--- config.mk ---
export PLATFORM = sky130hd
export DESIGN_NAME = position_keyed_byte_decipher
export DESIGN_NICKNAME = d
export VERILOG_FILES = /design/src/rtl/core/pkbd_pkg.sv /design/src/rtl/core/pkbd_cell.sv /design/src/rtl/core/position_keyed_byte_decipher.sv
export VERILOG_INCLUDE_DIRS = /design/src /design/src/rtl/core
export SDC_FILE = /design/constraint.sdc
export NUM_CORES = 2
export LEC_CHECK = 0
export ABC_AREA = 1
export BUFFER_PORTS_ARGS = -buffer_cell sky130_fd_sc_hd__buf_2
export CAP_MARGIN = 10
export CORE_MARGIN = 2
export CORE_UTILIZATION = 61
export CTS_BUF_LIST = sky130_fd_sc_hd__clkbuf_4
export CTS_CLUSTER_SIZE = 14
export DETAILED_ROUTE_END_ITERATION = 6
export GPL_TIMING_DRIVEN = 0
export PLACE_DENSITY = 0.78
export SKIP_LAST_GASP = 1
export SYNTH_ARGS = -nofsm -noshare
export SYNTH_HDL_FRONTEND = slang
export SYNTH_SLANG_ARGS = --single-unit
--- constraint.sdc ---
create_clock -name clk -period 2.7 [get_ports clk]
set_input_delay 0.81 -clock clk [delete_from_list [all_inputs] [get_ports clk]]
set_output_delay 0.81 -clock clk [all_outputs]
set_load 0.01 [all_outputs]
--- src/rtl/core/position_keyed_byte_decipher_macros.svh ---
// Assertion macros used by the decipher top level.
`ifndef POSITION_KEYED_BYTE_DECIPHER_MACROS_SVH
`define POSITION_KEYED_BYTE_DECIPHER_MACROS_SVH

// Same-cycle implication, checked out of reset.
`define PKBD_ASSERT_SAME(label, ante, cons, msg) \
    label: assert property (@(posedge clk) disable iff (!rst_n) (ante) |-> (cons)) \
        else $error(msg);

// Next-cycle implication, checked out of reset.
`define PKBD_ASSERT_NEXT(label, ante, cons, msg) \
    label: assert property (@(posedge clk) disable iff (!rst_n) (ante) |=> (cons)) \
        else $error(msg);

`endif

--- src/rtl/core/pkbd_pkg.sv ---
// Shared types and constants of the position keyed byte decipher.
package pkbd_pkg;

    // Field and register widths.
    localparam int unsigned BYTE_W    = 8;
    localparam int unsigned KEYLEN_W  = 6;
    localparam int unsigned EFFLEN_W  = 7;
    localparam int unsigned CFG_W     = 64;
    localparam int unsigned CFG_IDX_W = 3;
    localparam int unsigned POS_W     = 64;
    localparam int unsigned KEY_REGS  = 4;
    localparam int unsigned KEY_BYTES = KEY_REGS * (CFG_W / BYTE_W);

    // Configuration register indexes.
    localparam logic [CFG_IDX_W-1:0] REG_KEY_LEN = 3'd0;
    localparam logic [CFG_IDX_W-1:0] REG_KEY_0   = 3'd1;
    localparam logic [CFG_IDX_W-1:0] REG_KEY_1   = 3'd2;
    localparam logic [CFG_IDX_W-1:0] REG_KEY_2   = 3'd3;
    localparam logic [CFG_IDX_W-1:0] REG_KEY_3   = 3'd4;

    // One byte travelling down the row of cells.
    typedef struct packed {
        logic              valid;
        logic [BYTE_W-1:0] data;
        logic              found;
        logic              pos_zero;
    } item_t;

endpackage

--- src/rtl/core/pkbd_cell.sv ---
// One cell of the decipher row: a residue counter for one divisor and a stage register.
module pkbd_cell #(
    parameter int unsigned DIV = 1,
    parameter int unsigned RW  = 5
) (
    input  logic                         clk,
    input  logic                         rst_n,
    input  logic                         advance,
    input  logic                         active,
    input  logic [pkbd_pkg::BYTE_W-1:0]  key_byte,
    input  pkbd_pkg::item_t              prev,
    output pkbd_pkg::item_t              item
);

    localparam logic [RW-1:0] RES_LAST  = RW'(DIV - 1);
    localparam logic [RW-1:0] RES_RESET = (DIV == 1) ? '0 : RW'(1);

    logic [RW-1:0]   res_reg;
    logic [RW-1:0]   res_next;
    logic [RW-1:0]   res_now;
    logic            hit;
    pkbd_pkg::item_t item_reg;
    pkbd_pkg::item_t item_next;

    // The residue seen by the passing word; a wrapped position of zero restarts the count.
    assign res_now = prev.pos_zero ? '0 : res_reg;
    assign hit     = active && !prev.found && (res_now == '0);

    // Residue for the following word.
    always_comb
    begin
        res_next = res_reg;
        if (prev.valid)
        begin
            res_next = (res_now == RES_LAST) ? '0 : res_now + RW'(1);
        end
    end

    // The first matching cell subtracts its key byte and marks the word done.
    always_comb
    begin
        item_next = prev;
        if (hit)
        begin
            item_next.data  = prev.data - key_byte;
            item_next.found = 1'b1;
        end
    end

    always_ff @(posedge clk or negedge rst_n)
    begin
        if (!rst_n)
        begin
            res_reg  <= RES_RESET;
            item_reg <= '0;
        end
        else if (advance)
        begin
            res_reg  <= res_next;
            item_reg <= item_next;
        end
    end

    assign item = item_reg;

endmodule

--- src/rtl/core/position_keyed_byte_decipher.sv ---
// An accepted word passes through every cell register of the row before its result reaches the output.
// Throughput: one word per cycle; the row of cells advances whenever the output is free.
// Each cell holds one key index and its position residue; the row length sets the latency.
// A stalled output holds the whole row, so input waits while a result is not taken.
// Reset: asynchronous, active low; position returns to 1, key length and key bytes to 0.
// Top level of the position keyed byte decipher.
module position_keyed_byte_decipher #(
    parameter int unsigned MAX_KEY = 32
) (
    input  logic                            clk,
    input  logic                            rst_n,
    input  logic                            s_tvalid,
    output logic                            s_tready,
    input  logic [pkbd_pkg::BYTE_W-1:0]     s_tdata,   // [7:0] cipher_byte
    output logic                            m_tvalid,
    input  logic                            m_tready,
    output logic [pkbd_pkg::BYTE_W-1:0]     m_tdata,   // [7:0] plain_byte
    input  logic                            cfg_we,
    input  logic [pkbd_pkg::CFG_IDX_W-1:0]  cfg_idx,
    input  logic [pkbd_pkg::CFG_W-1:0]      cfg_wdata
);

    localparam int unsigned NCELL = MAX_KEY - 1;
    localparam int unsigned RW    = $clog2(MAX_KEY);
    localparam logic [pkbd_pkg::EFFLEN_W-1:0] MAX_LEN = pkbd_pkg::EFFLEN_W'(MAX_KEY);

    logic [pkbd_pkg::KEYLEN_W-1:0] key_len_reg;
    logic [pkbd_pkg::CFG_W-1:0]    key_reg [pkbd_pkg::KEY_REGS];
    logic [pkbd_pkg::POS_W-1:0]    pos_reg;
    logic [pkbd_pkg::POS_W-1:0]    pos_inc;
    logic [pkbd_pkg::EFFLEN_W-1:0] len_ext;
    logic [pkbd_pkg::EFFLEN_W-1:0] eff_len;
    logic                          key_on;
    logic                          advance;
    logic                          accept;
    pkbd_pkg::item_t               head;
    pkbd_pkg::item_t               chain [NCELL+1];

    // Configuration writes; indexes beyond the key registers are dropped.
    always_ff @(posedge clk or negedge rst_n)
    begin
        if (!rst_n)
        begin
            key_len_reg <= '0;
            for (int k = 0; k < pkbd_pkg::KEY_REGS; k++)
            begin
                key_reg[k] <= '0;
            end
        end
        else if (cfg_we)
        begin
            unique case (cfg_idx)
                pkbd_pkg::REG_KEY_LEN: key_len_reg <= cfg_wdata[pkbd_pkg::KEYLEN_W-1:0];
                pkbd_pkg::REG_KEY_0:   key_reg[0]  <= cfg_wdata;
                pkbd_pkg::REG_KEY_1:   key_reg[1]  <= cfg_wdata;
                pkbd_pkg::REG_KEY_2:   key_reg[2]  <= cfg_wdata;
                pkbd_pkg::REG_KEY_3:   key_reg[3]  <= cfg_wdata;
                default:               ;
            endcase
        end
    end

    // Key length saturated to the number of cells plus one.
    assign len_ext = {1'b0, key_len_reg};
    assign eff_len = (len_ext > MAX_LEN) ? MAX_LEN : len_ext;
    assign key_on  = (eff_len >= pkbd_pkg::EFFLEN_W'(2));

    // The whole row moves together unless a result waits at the output.
    assign advance  = !chain[NCELL].valid || m_tready;
    assign s_tready = advance;
    assign accept   = s_tvalid && advance;

    // Byte position; it wraps to zero after the all-ones value.
    assign pos_inc = pos_reg + pkbd_pkg::POS_W'(1);

    always_ff @(posedge clk or negedge rst_n)
    begin
        if (!rst_n)
        begin
            pos_reg <= pkbd_pkg::POS_W'(1);
        end
        else if (accept)
        begin
            pos_reg <= pos_inc;
        end
    end

    // Word entering the row.
    always_comb
    begin
        head.valid    = s_tvalid;
        head.data     = s_tdata;
        head.found    = 1'b0;
        head.pos_zero = (pos_reg == '0);
    end

    assign chain[0] = head;

    // Cells from the largest key index down to index 0.
    for (genvar c = 0; c < NCELL; c++)
    begin : g_cell
        localparam int unsigned IDX = NCELL - 1 - c;
        logic [pkbd_pkg::BYTE_W-1:0] kb;
        logic                        act;

        if (IDX < pkbd_pkg::KEY_BYTES)
        begin : g_key
            assign kb = key_reg[IDX / 8][(IDX % 8) * 8 +: 8];
        end
        else
        begin : g_nokey
            assign kb = '0;
        end

        assign act = (eff_len >= pkbd_pkg::EFFLEN_W'(IDX + 2));

        pkbd_cell #(
            .DIV (IDX + 1),
            .RW  (RW)
        ) u_cell (
            .clk      (clk),
            .rst_n    (rst_n),
            .advance  (advance),
            .active   (act),
            .key_byte (kb),
            .prev     (chain[c]),
            .item     (chain[c+1])
        );
    end

    assign m_tvalid = chain[NCELL].valid;
    assign m_tdata  = chain[NCELL].data;

`include "position_keyed_byte_decipher_macros.svh"

    `PKBD_ASSERT_NEXT(a_pos_step, accept, pos_reg == $past(pos_inc), "position did not step")
    `PKBD_ASSERT_NEXT(a_pos_hold, !accept, $stable(pos_reg), "position moved while idle")
    `PKBD_ASSERT_SAME(a_idx0_hit, m_tvalid && key_on, chain[NCELL].found, "index 0 missed")
    `PKBD_ASSERT_SAME(a_no_key_hit, m_tvalid && !key_on, !chain[NCELL].found, "short key hit")

endmodule

After elaboration in Yosys (flattened, before gate mapping)
Cells that the tools add are included.
- add/sub/neg operators: 63
- magnitude comparators: 32
- equal/unequal tests: 34
- multiplexer cells: 94
- reduce and logical (&&, ||, !) cells: 163
- operator list (cell ; number):
    5-bit two-way mux ; 62
    9-bit two-way mux ; 31
    8-bit subtractor ; 31
    5-bit by 1-bit adder with 5-bit output (second input constant) ; 31
    5-bit zero test ; 31
    6-bit by 5-bit >= comparator with 1-bit output (second input constant) ; 16
    5-bit equality test (second input constant) ; 15
    2-bit AND reduction ; 36
    64-bit by 1-bit adder with 64-bit output (second input constant) ; 1
    64-bit zero test ; 1
    1-bit logical AND ; 62
    6-bit by 4-bit >= comparator with 1-bit output (second input constant) ; 8
    5-bit by 4-bit equality test with 1-bit output (second input constant) ; 8
    1-bit zero test ; 31
    6-bit by 3-bit >= comparator with 1-bit output (second input constant) ; 4
    5-bit by 3-bit equality test with 1-bit output (second input constant) ; 4
    6-bit by 2-bit >= comparator with 1-bit output (second input constant) ; 2
    5-bit by 2-bit equality test with 1-bit output (second input constant) ; 2
    3-bit by 2-bit equality test with 1-bit output (second input constant) ; 2
    6-bit >= comparator (second input constant) ; 1
    6-bit greater-than comparator (second input constant) ; 1
    6-bit two-way mux ; 1
    5-bit by 1-bit equality test with 1-bit output (second input constant) ; 1
    3-bit by 1-bit equality test with 1-bit output (second input constant) ; 1
    other kinds (3) ; 3
- flip-flop bits (word level): 812
- input port bits: 80
- logic and storage cells: 545

Depth between registers and ports, before layout
- word-level depth: 6
- gate-level depth with buffers: 16

Hierarchy
From an unflattened synthesis, not the netlist that was laid out.
- cells, all modules: 6653
- area, all modules: 50897.6 um^2
- by module, submodules not included (module ; times used ; cells an instance ; area an instance (um^2) ; seq. area each (um^2)):
    position_keyed_byte_decipher ; 1 ; 1505 ; 13381.6 ; 7958.9
    pkbd_cell (g_cell[20].u_cell ...) ; 3 ; 169 ; 1227.4 ; 401.6
    pkbd_cell (g_cell[0].u_cell ...) ; 3 ; 167 ; 1226.2 ; 401.6
    pkbd_cell (g_cell[8].u_cell ...) ; 2 ; 166 ; 1247.4 ; 401.6
    pkbd_cell (g_cell[12].u_cell ...) ; 2 ; 167 ; 1218.7 ; 401.6
    pkbd_cell (g_cell[4].u_cell ...) ; 2 ; 166 ; 1208.7 ; 401.6
    pkbd_cell (g_cell[28].u_cell ...) ; 2 ; 162 ; 1176.1 ; 401.6
    pkbd_cell (g_cell[22].u_cell) ; 1 ; 167 ; 1257.5 ; 401.6
    pkbd_cell (g_cell[2].u_cell) ; 1 ; 165 ; 1238.7 ; 401.6
    pkbd_cell (g_cell[27].u_cell) ; 1 ; 167 ; 1233.7 ; 401.6
    pkbd_cell (g_cell[1].u_cell) ; 1 ; 168 ; 1228.7 ; 401.6
    pkbd_cell (g_cell[17].u_cell) ; 1 ; 166 ; 1224.9 ; 401.6
    pkbd_cell (g_cell[16].u_cell) ; 1 ; 165 ; 1222.4 ; 401.6
    pkbd_cell (g_cell[14].u_cell) ; 1 ; 171 ; 1216.2 ; 401.6
    10 more rows ; -- ; -- ; -- ; --

Least setup slack after synthesis
No wires, ideal clock.
- path type: input -> output
- start: in m_tready
- end: out s_tready
- arrival: 1.661 ns
- data required time: 1.890 ns
- setup slack: 0.229 ns
- stages: 5
- path buffers: 3
- path through: inv_2 > nand2_1 > buf_2 > clkbuf_1 > clkbuf_1
- longest elaborated chain between the ends: 1
- ends and longest elaborated chain (what ; RTL line ; source):
    start: declaration ; position_keyed_byte_decipher.sv:16 ; input logic m_tready,
    1-bit logical OR ; position_keyed_byte_decipher.sv:69 ; assign advance = !chain[NCELL].valid || m_tready;
    end: declaration ; position_keyed_byte_decipher.sv:13 ; output logic s_tready,
No other way between the ends.

Final worst setup path
- start: reg g_cell[30].u_cell.item_reg (netlist bit g_cell[30].u_cell.item[10])
- end: out s_tready
- longest elaborated chain between the ends: 2
- ends and longest elaborated chain (what ; RTL line ; source):
    start: declaration ; pkbd_cell.sv:22 ; pkbd_pkg::item_t item_reg;
    start signal: assignment ; pkbd_cell.sv:60 ; item_reg <= item_next;
    1-bit zero test ; position_keyed_byte_decipher.sv:69 ;
    1-bit logical OR ; position_keyed_byte_decipher.sv:69 ;
No other way between the ends.

==> results_dict.tcl <==
set metrics [dict create \
    grt_max_degree 122 \
    syn_inst 6006 \
    num_rows 102 \
    ant_nets 0 \
    drc_errors 0 \
    fin_crit_sh 1.03 \
    most-common-layout-cells "nand2_1 (1,468), inv_1 (878), dfrtp_1 (779), o21ai_0 (778), nor2_1 (376)" \
    r2r-start "key_len_reg[3]" \
    viasPerCell 5.66 \
    async_reset_ff_frac 1.00 \
    dieArea_um2 79700 \
    ys.flop_type "dfrtp_1" \
    die_w_um 282 \
    grt_pass1_wl_um 224000 \
    vias 42800 \
    synthTopCellsByArea "dfrtp_1 (41%), nand2_1 (12%), o21ai_0 (8.2%)" \
    setup_viol 1 \
    drt_first_iter_violations 4418 \
    synth_simple_gate_area_frac 0.200 \
    worst_pin_slew_ps 1400 \
    yosys_register_bits 812 \
    vdd_drop_max_v 0.000435 \
    core-area_um2 77100 \
    p_per_area_nw_per_um2 1120 \
    wl_um 146000 \
    syn_to_final_growth_pct 10.5 \
    grt-ovfl-total 0 \
    hpwl_um 109000 \
    synth-compound-area-share 0.141 \
    r2r_setup_slack_ps 40 \
    start_util 0.613 \
    violations "negative setup slack" \
    crit_fanout 3 \
    grt_pass1_vias 40000 \
    p_leak_nw 26.2 \
    path_class "reg -> out" \
    hold_path_class "in -> reg" \
    fin_nets 6751 \
    setup_slack_ps -83.8 \
    synth_top_cell_area_share 0.413 \
    syn_area_um2 47300 \
    synth.distinct_cells 53 \
    synth_seq_area_share 0.431 \
    finalCriticalPeriod_ps 2780 \
    synth_top_area_cell "dfrtp_1" \
    synthAdderAreaFrac 0.0917 \
    synth_fp_nets 6414 \
    tritoncts "built" \
    drive_gt1_frac 0.0997 \
    worst_setup_path_start_kind "register" \
    whs_path_depth 3 \
    dr.pass1.iters 7 \
    cts.path.max_buffers 3 \
    drv_slew 0 \
    drv_cap 0 \
    critical_path.startpoint "g_cell[30].u_cell.item[10]" \
    status "finished with violations" \
    h-tree-depth 4 \
    grt.total_usage 0.371 \
    synth_top_family_by_area "simple AND/OR/NAND/NOR gates" \
    clock-skew-final_ps 87.2 \
    setup_tns_ps -83.8 \
    cp.arrival_ps 1970 \
    r2r-end "g_cell[18].u_cell.item[2]" \
    numCtsBuffers 212 \
    clkSinkCount 812 \
    synthMuxAreaShare 0.000238 \
    crit_path_end_kind "primary output" \
    ios 90 \
    wl_per_cell_um 19.3 \
    fp.dieH_um 282 \
    worstRegToRegCells 8 \
    finalHoldViolations 0 \
    worstPathRequired_ps 1890 \
    antenna_found_initial 7 \
    gp_congestion 0.987 \
    largest_reg_flops 339 \
    clk_latency_ps 1190 \
    clkTransAtPathRegs_ps 70 \
    clock.fmax_mhz 359 \
    endpoint "s_tready" \
    mostFrequentLayoutCell "nand2_1" \
    portBuffers 89 \
    avgSynthCellArea_um2 7.87 \
    cts-root-buf "clkbuf_4" \
    synth-xor-area-share 0.0465 \
    holdWs_ps 40.5 \
    slew-limit-headroom 0.0676 \
    rsz0062_at_grt "true" \
    synth_edf_count 0 \
    yosys_warnings 0 \
]
-- worst min path at each step --
stage	from	endpoint	slack, ps
after global placement	g_cell[24].u_cell.res_reg[4]	g_cell[24].u_cell.res_reg[4]	470
after floorplan	g_cell[29].u_cell.item[10]	g_cell[30].u_cell.item[10]	440
after global routing	cfg_wdata[50]	g_cell[24].kb[2]	60
after detailed placement	pos_reg[63]	pos_reg[63]	460
after CTS	cfg_wdata[56]	g_cell[23].kb[0]	1
final	cfg_wdata[44]	g_cell[17].kb[4]	40
-- metal layers --
metal / track usage / share of wire / up-vias
met5: 0 / 0.00010 / -
met4: 0.177 / 0.048 / 2
met3: 0.0887 / 0.098 / 366
met2: 0.560 / 0.44 / 1854
met1: 0.506 / 0.42 / 20400
li1: - / - / 20200
-- worst max-delay path, stage by stage, from the launching register on --
cell       delay, ps
dfrtp_2          440
nand2_4          110
clkbuf_16        150
buf_6            100
-- kinds of logic (layout without fill, tap and decap cells) --
group | after synthesis | after routing
compound gates | 1248 | 1248
simple gates | 2284 | 2284
flops | 812 | 812
mux | 1 | 1
buf+inv | 1082 | 1577
xor+xnor | 251 | 251
fa+ha+maj | 328 | 328
other cells | 0 | 11
-- report_power, final --
group,internal (W),total (W),switching (W)
sequential,0.0164,0.0200,0.00355
combinational,0.0103,0.0278,0.0175
clock,0.00518,0.0106,0.00541
total,0.0319,0.0583,0.0264
-- through the flow --
step,std cells,utilization,area (µm²),setup slack [ps],power [W]
after floorplan,6006,-,47300,229,0.0389
after global placement,7135,0.636,49000,-16420,0.0459
after detailed placement,7142,0.639,49200,-1680,0.0469
after CTS,7542,0.677,52200,-314,0.0577
after global routing,7542,0.678,52200,-95.8,0.0629
final,7552,0.678,52300,-83.8,0.0583
-- timing repair --
item	4_1_cts	5_1_grt
setup buffers	10	1
hold endpoints to repair	108	0
endpoints found under the setup margin	237	37
gates resized for setup	33	16
pin swaps	3	1
hold buffers	18	0
-- cell usage after synthesis, types with 5 or more instances --
| master | n |
|---|---|
| nand2_1 | 1470 |
| inv_1 | 878 |
| dfrtp_1 | 781 |
| o21ai_0 | 779 |
| nor2_1 | 377 |
| ha_1 | 297 |
| nand3_1 | 225 |
| a21oi_1 | 223 |
| xor2_1 | 132 |
| xnor2_1 | 119 |
| clkbuf_1 | 106 |
| o22ai_1 | 72 |
| nand4_1 | 62 |
| o211ai_1 | 55 |
| buf_2 | 51 |
| nor3_1 | 48 |
| o21ai_1 | 35 |
| dfstp_2 | 31 |
| fa_1 | 31 |
| inv_2 | 25 |
| nand3b_1 | 24 |
| a31oi_1 | 23 |
| a211oi_1 | 18 |
| nand2_2 | 16 |
| o21bai_1 | 16 |
| buf_4 | 13 |
| nor2_2 | 11 |
| or2_2 | 11 |
| nand3_2 | 9 |
| a22oi_1 | 6 |
| nor3b_1 | 6 |
| buf_6 | 5 |
| nor4_1 | 5 |
| o211ai_2 | 5 |
-- final cells by class --
cell class / count / area, µm²
Inverter: 906 / 3410
Timing Repair Buffer: 126 / 932
Buffer: 173 / 848
Tap cell: 1040 / 1300
Fill cell: 6667 / 24800
Clock inverter: 70 / 338
Clock buffer: 302 / 2270
Multi-Input combinational cell: 4112 / 22800
Sequential cell: 812 / 20400
Antenna cell: 11 / 27.5
No activity file was read; power rests on OpenSTA's default activity.
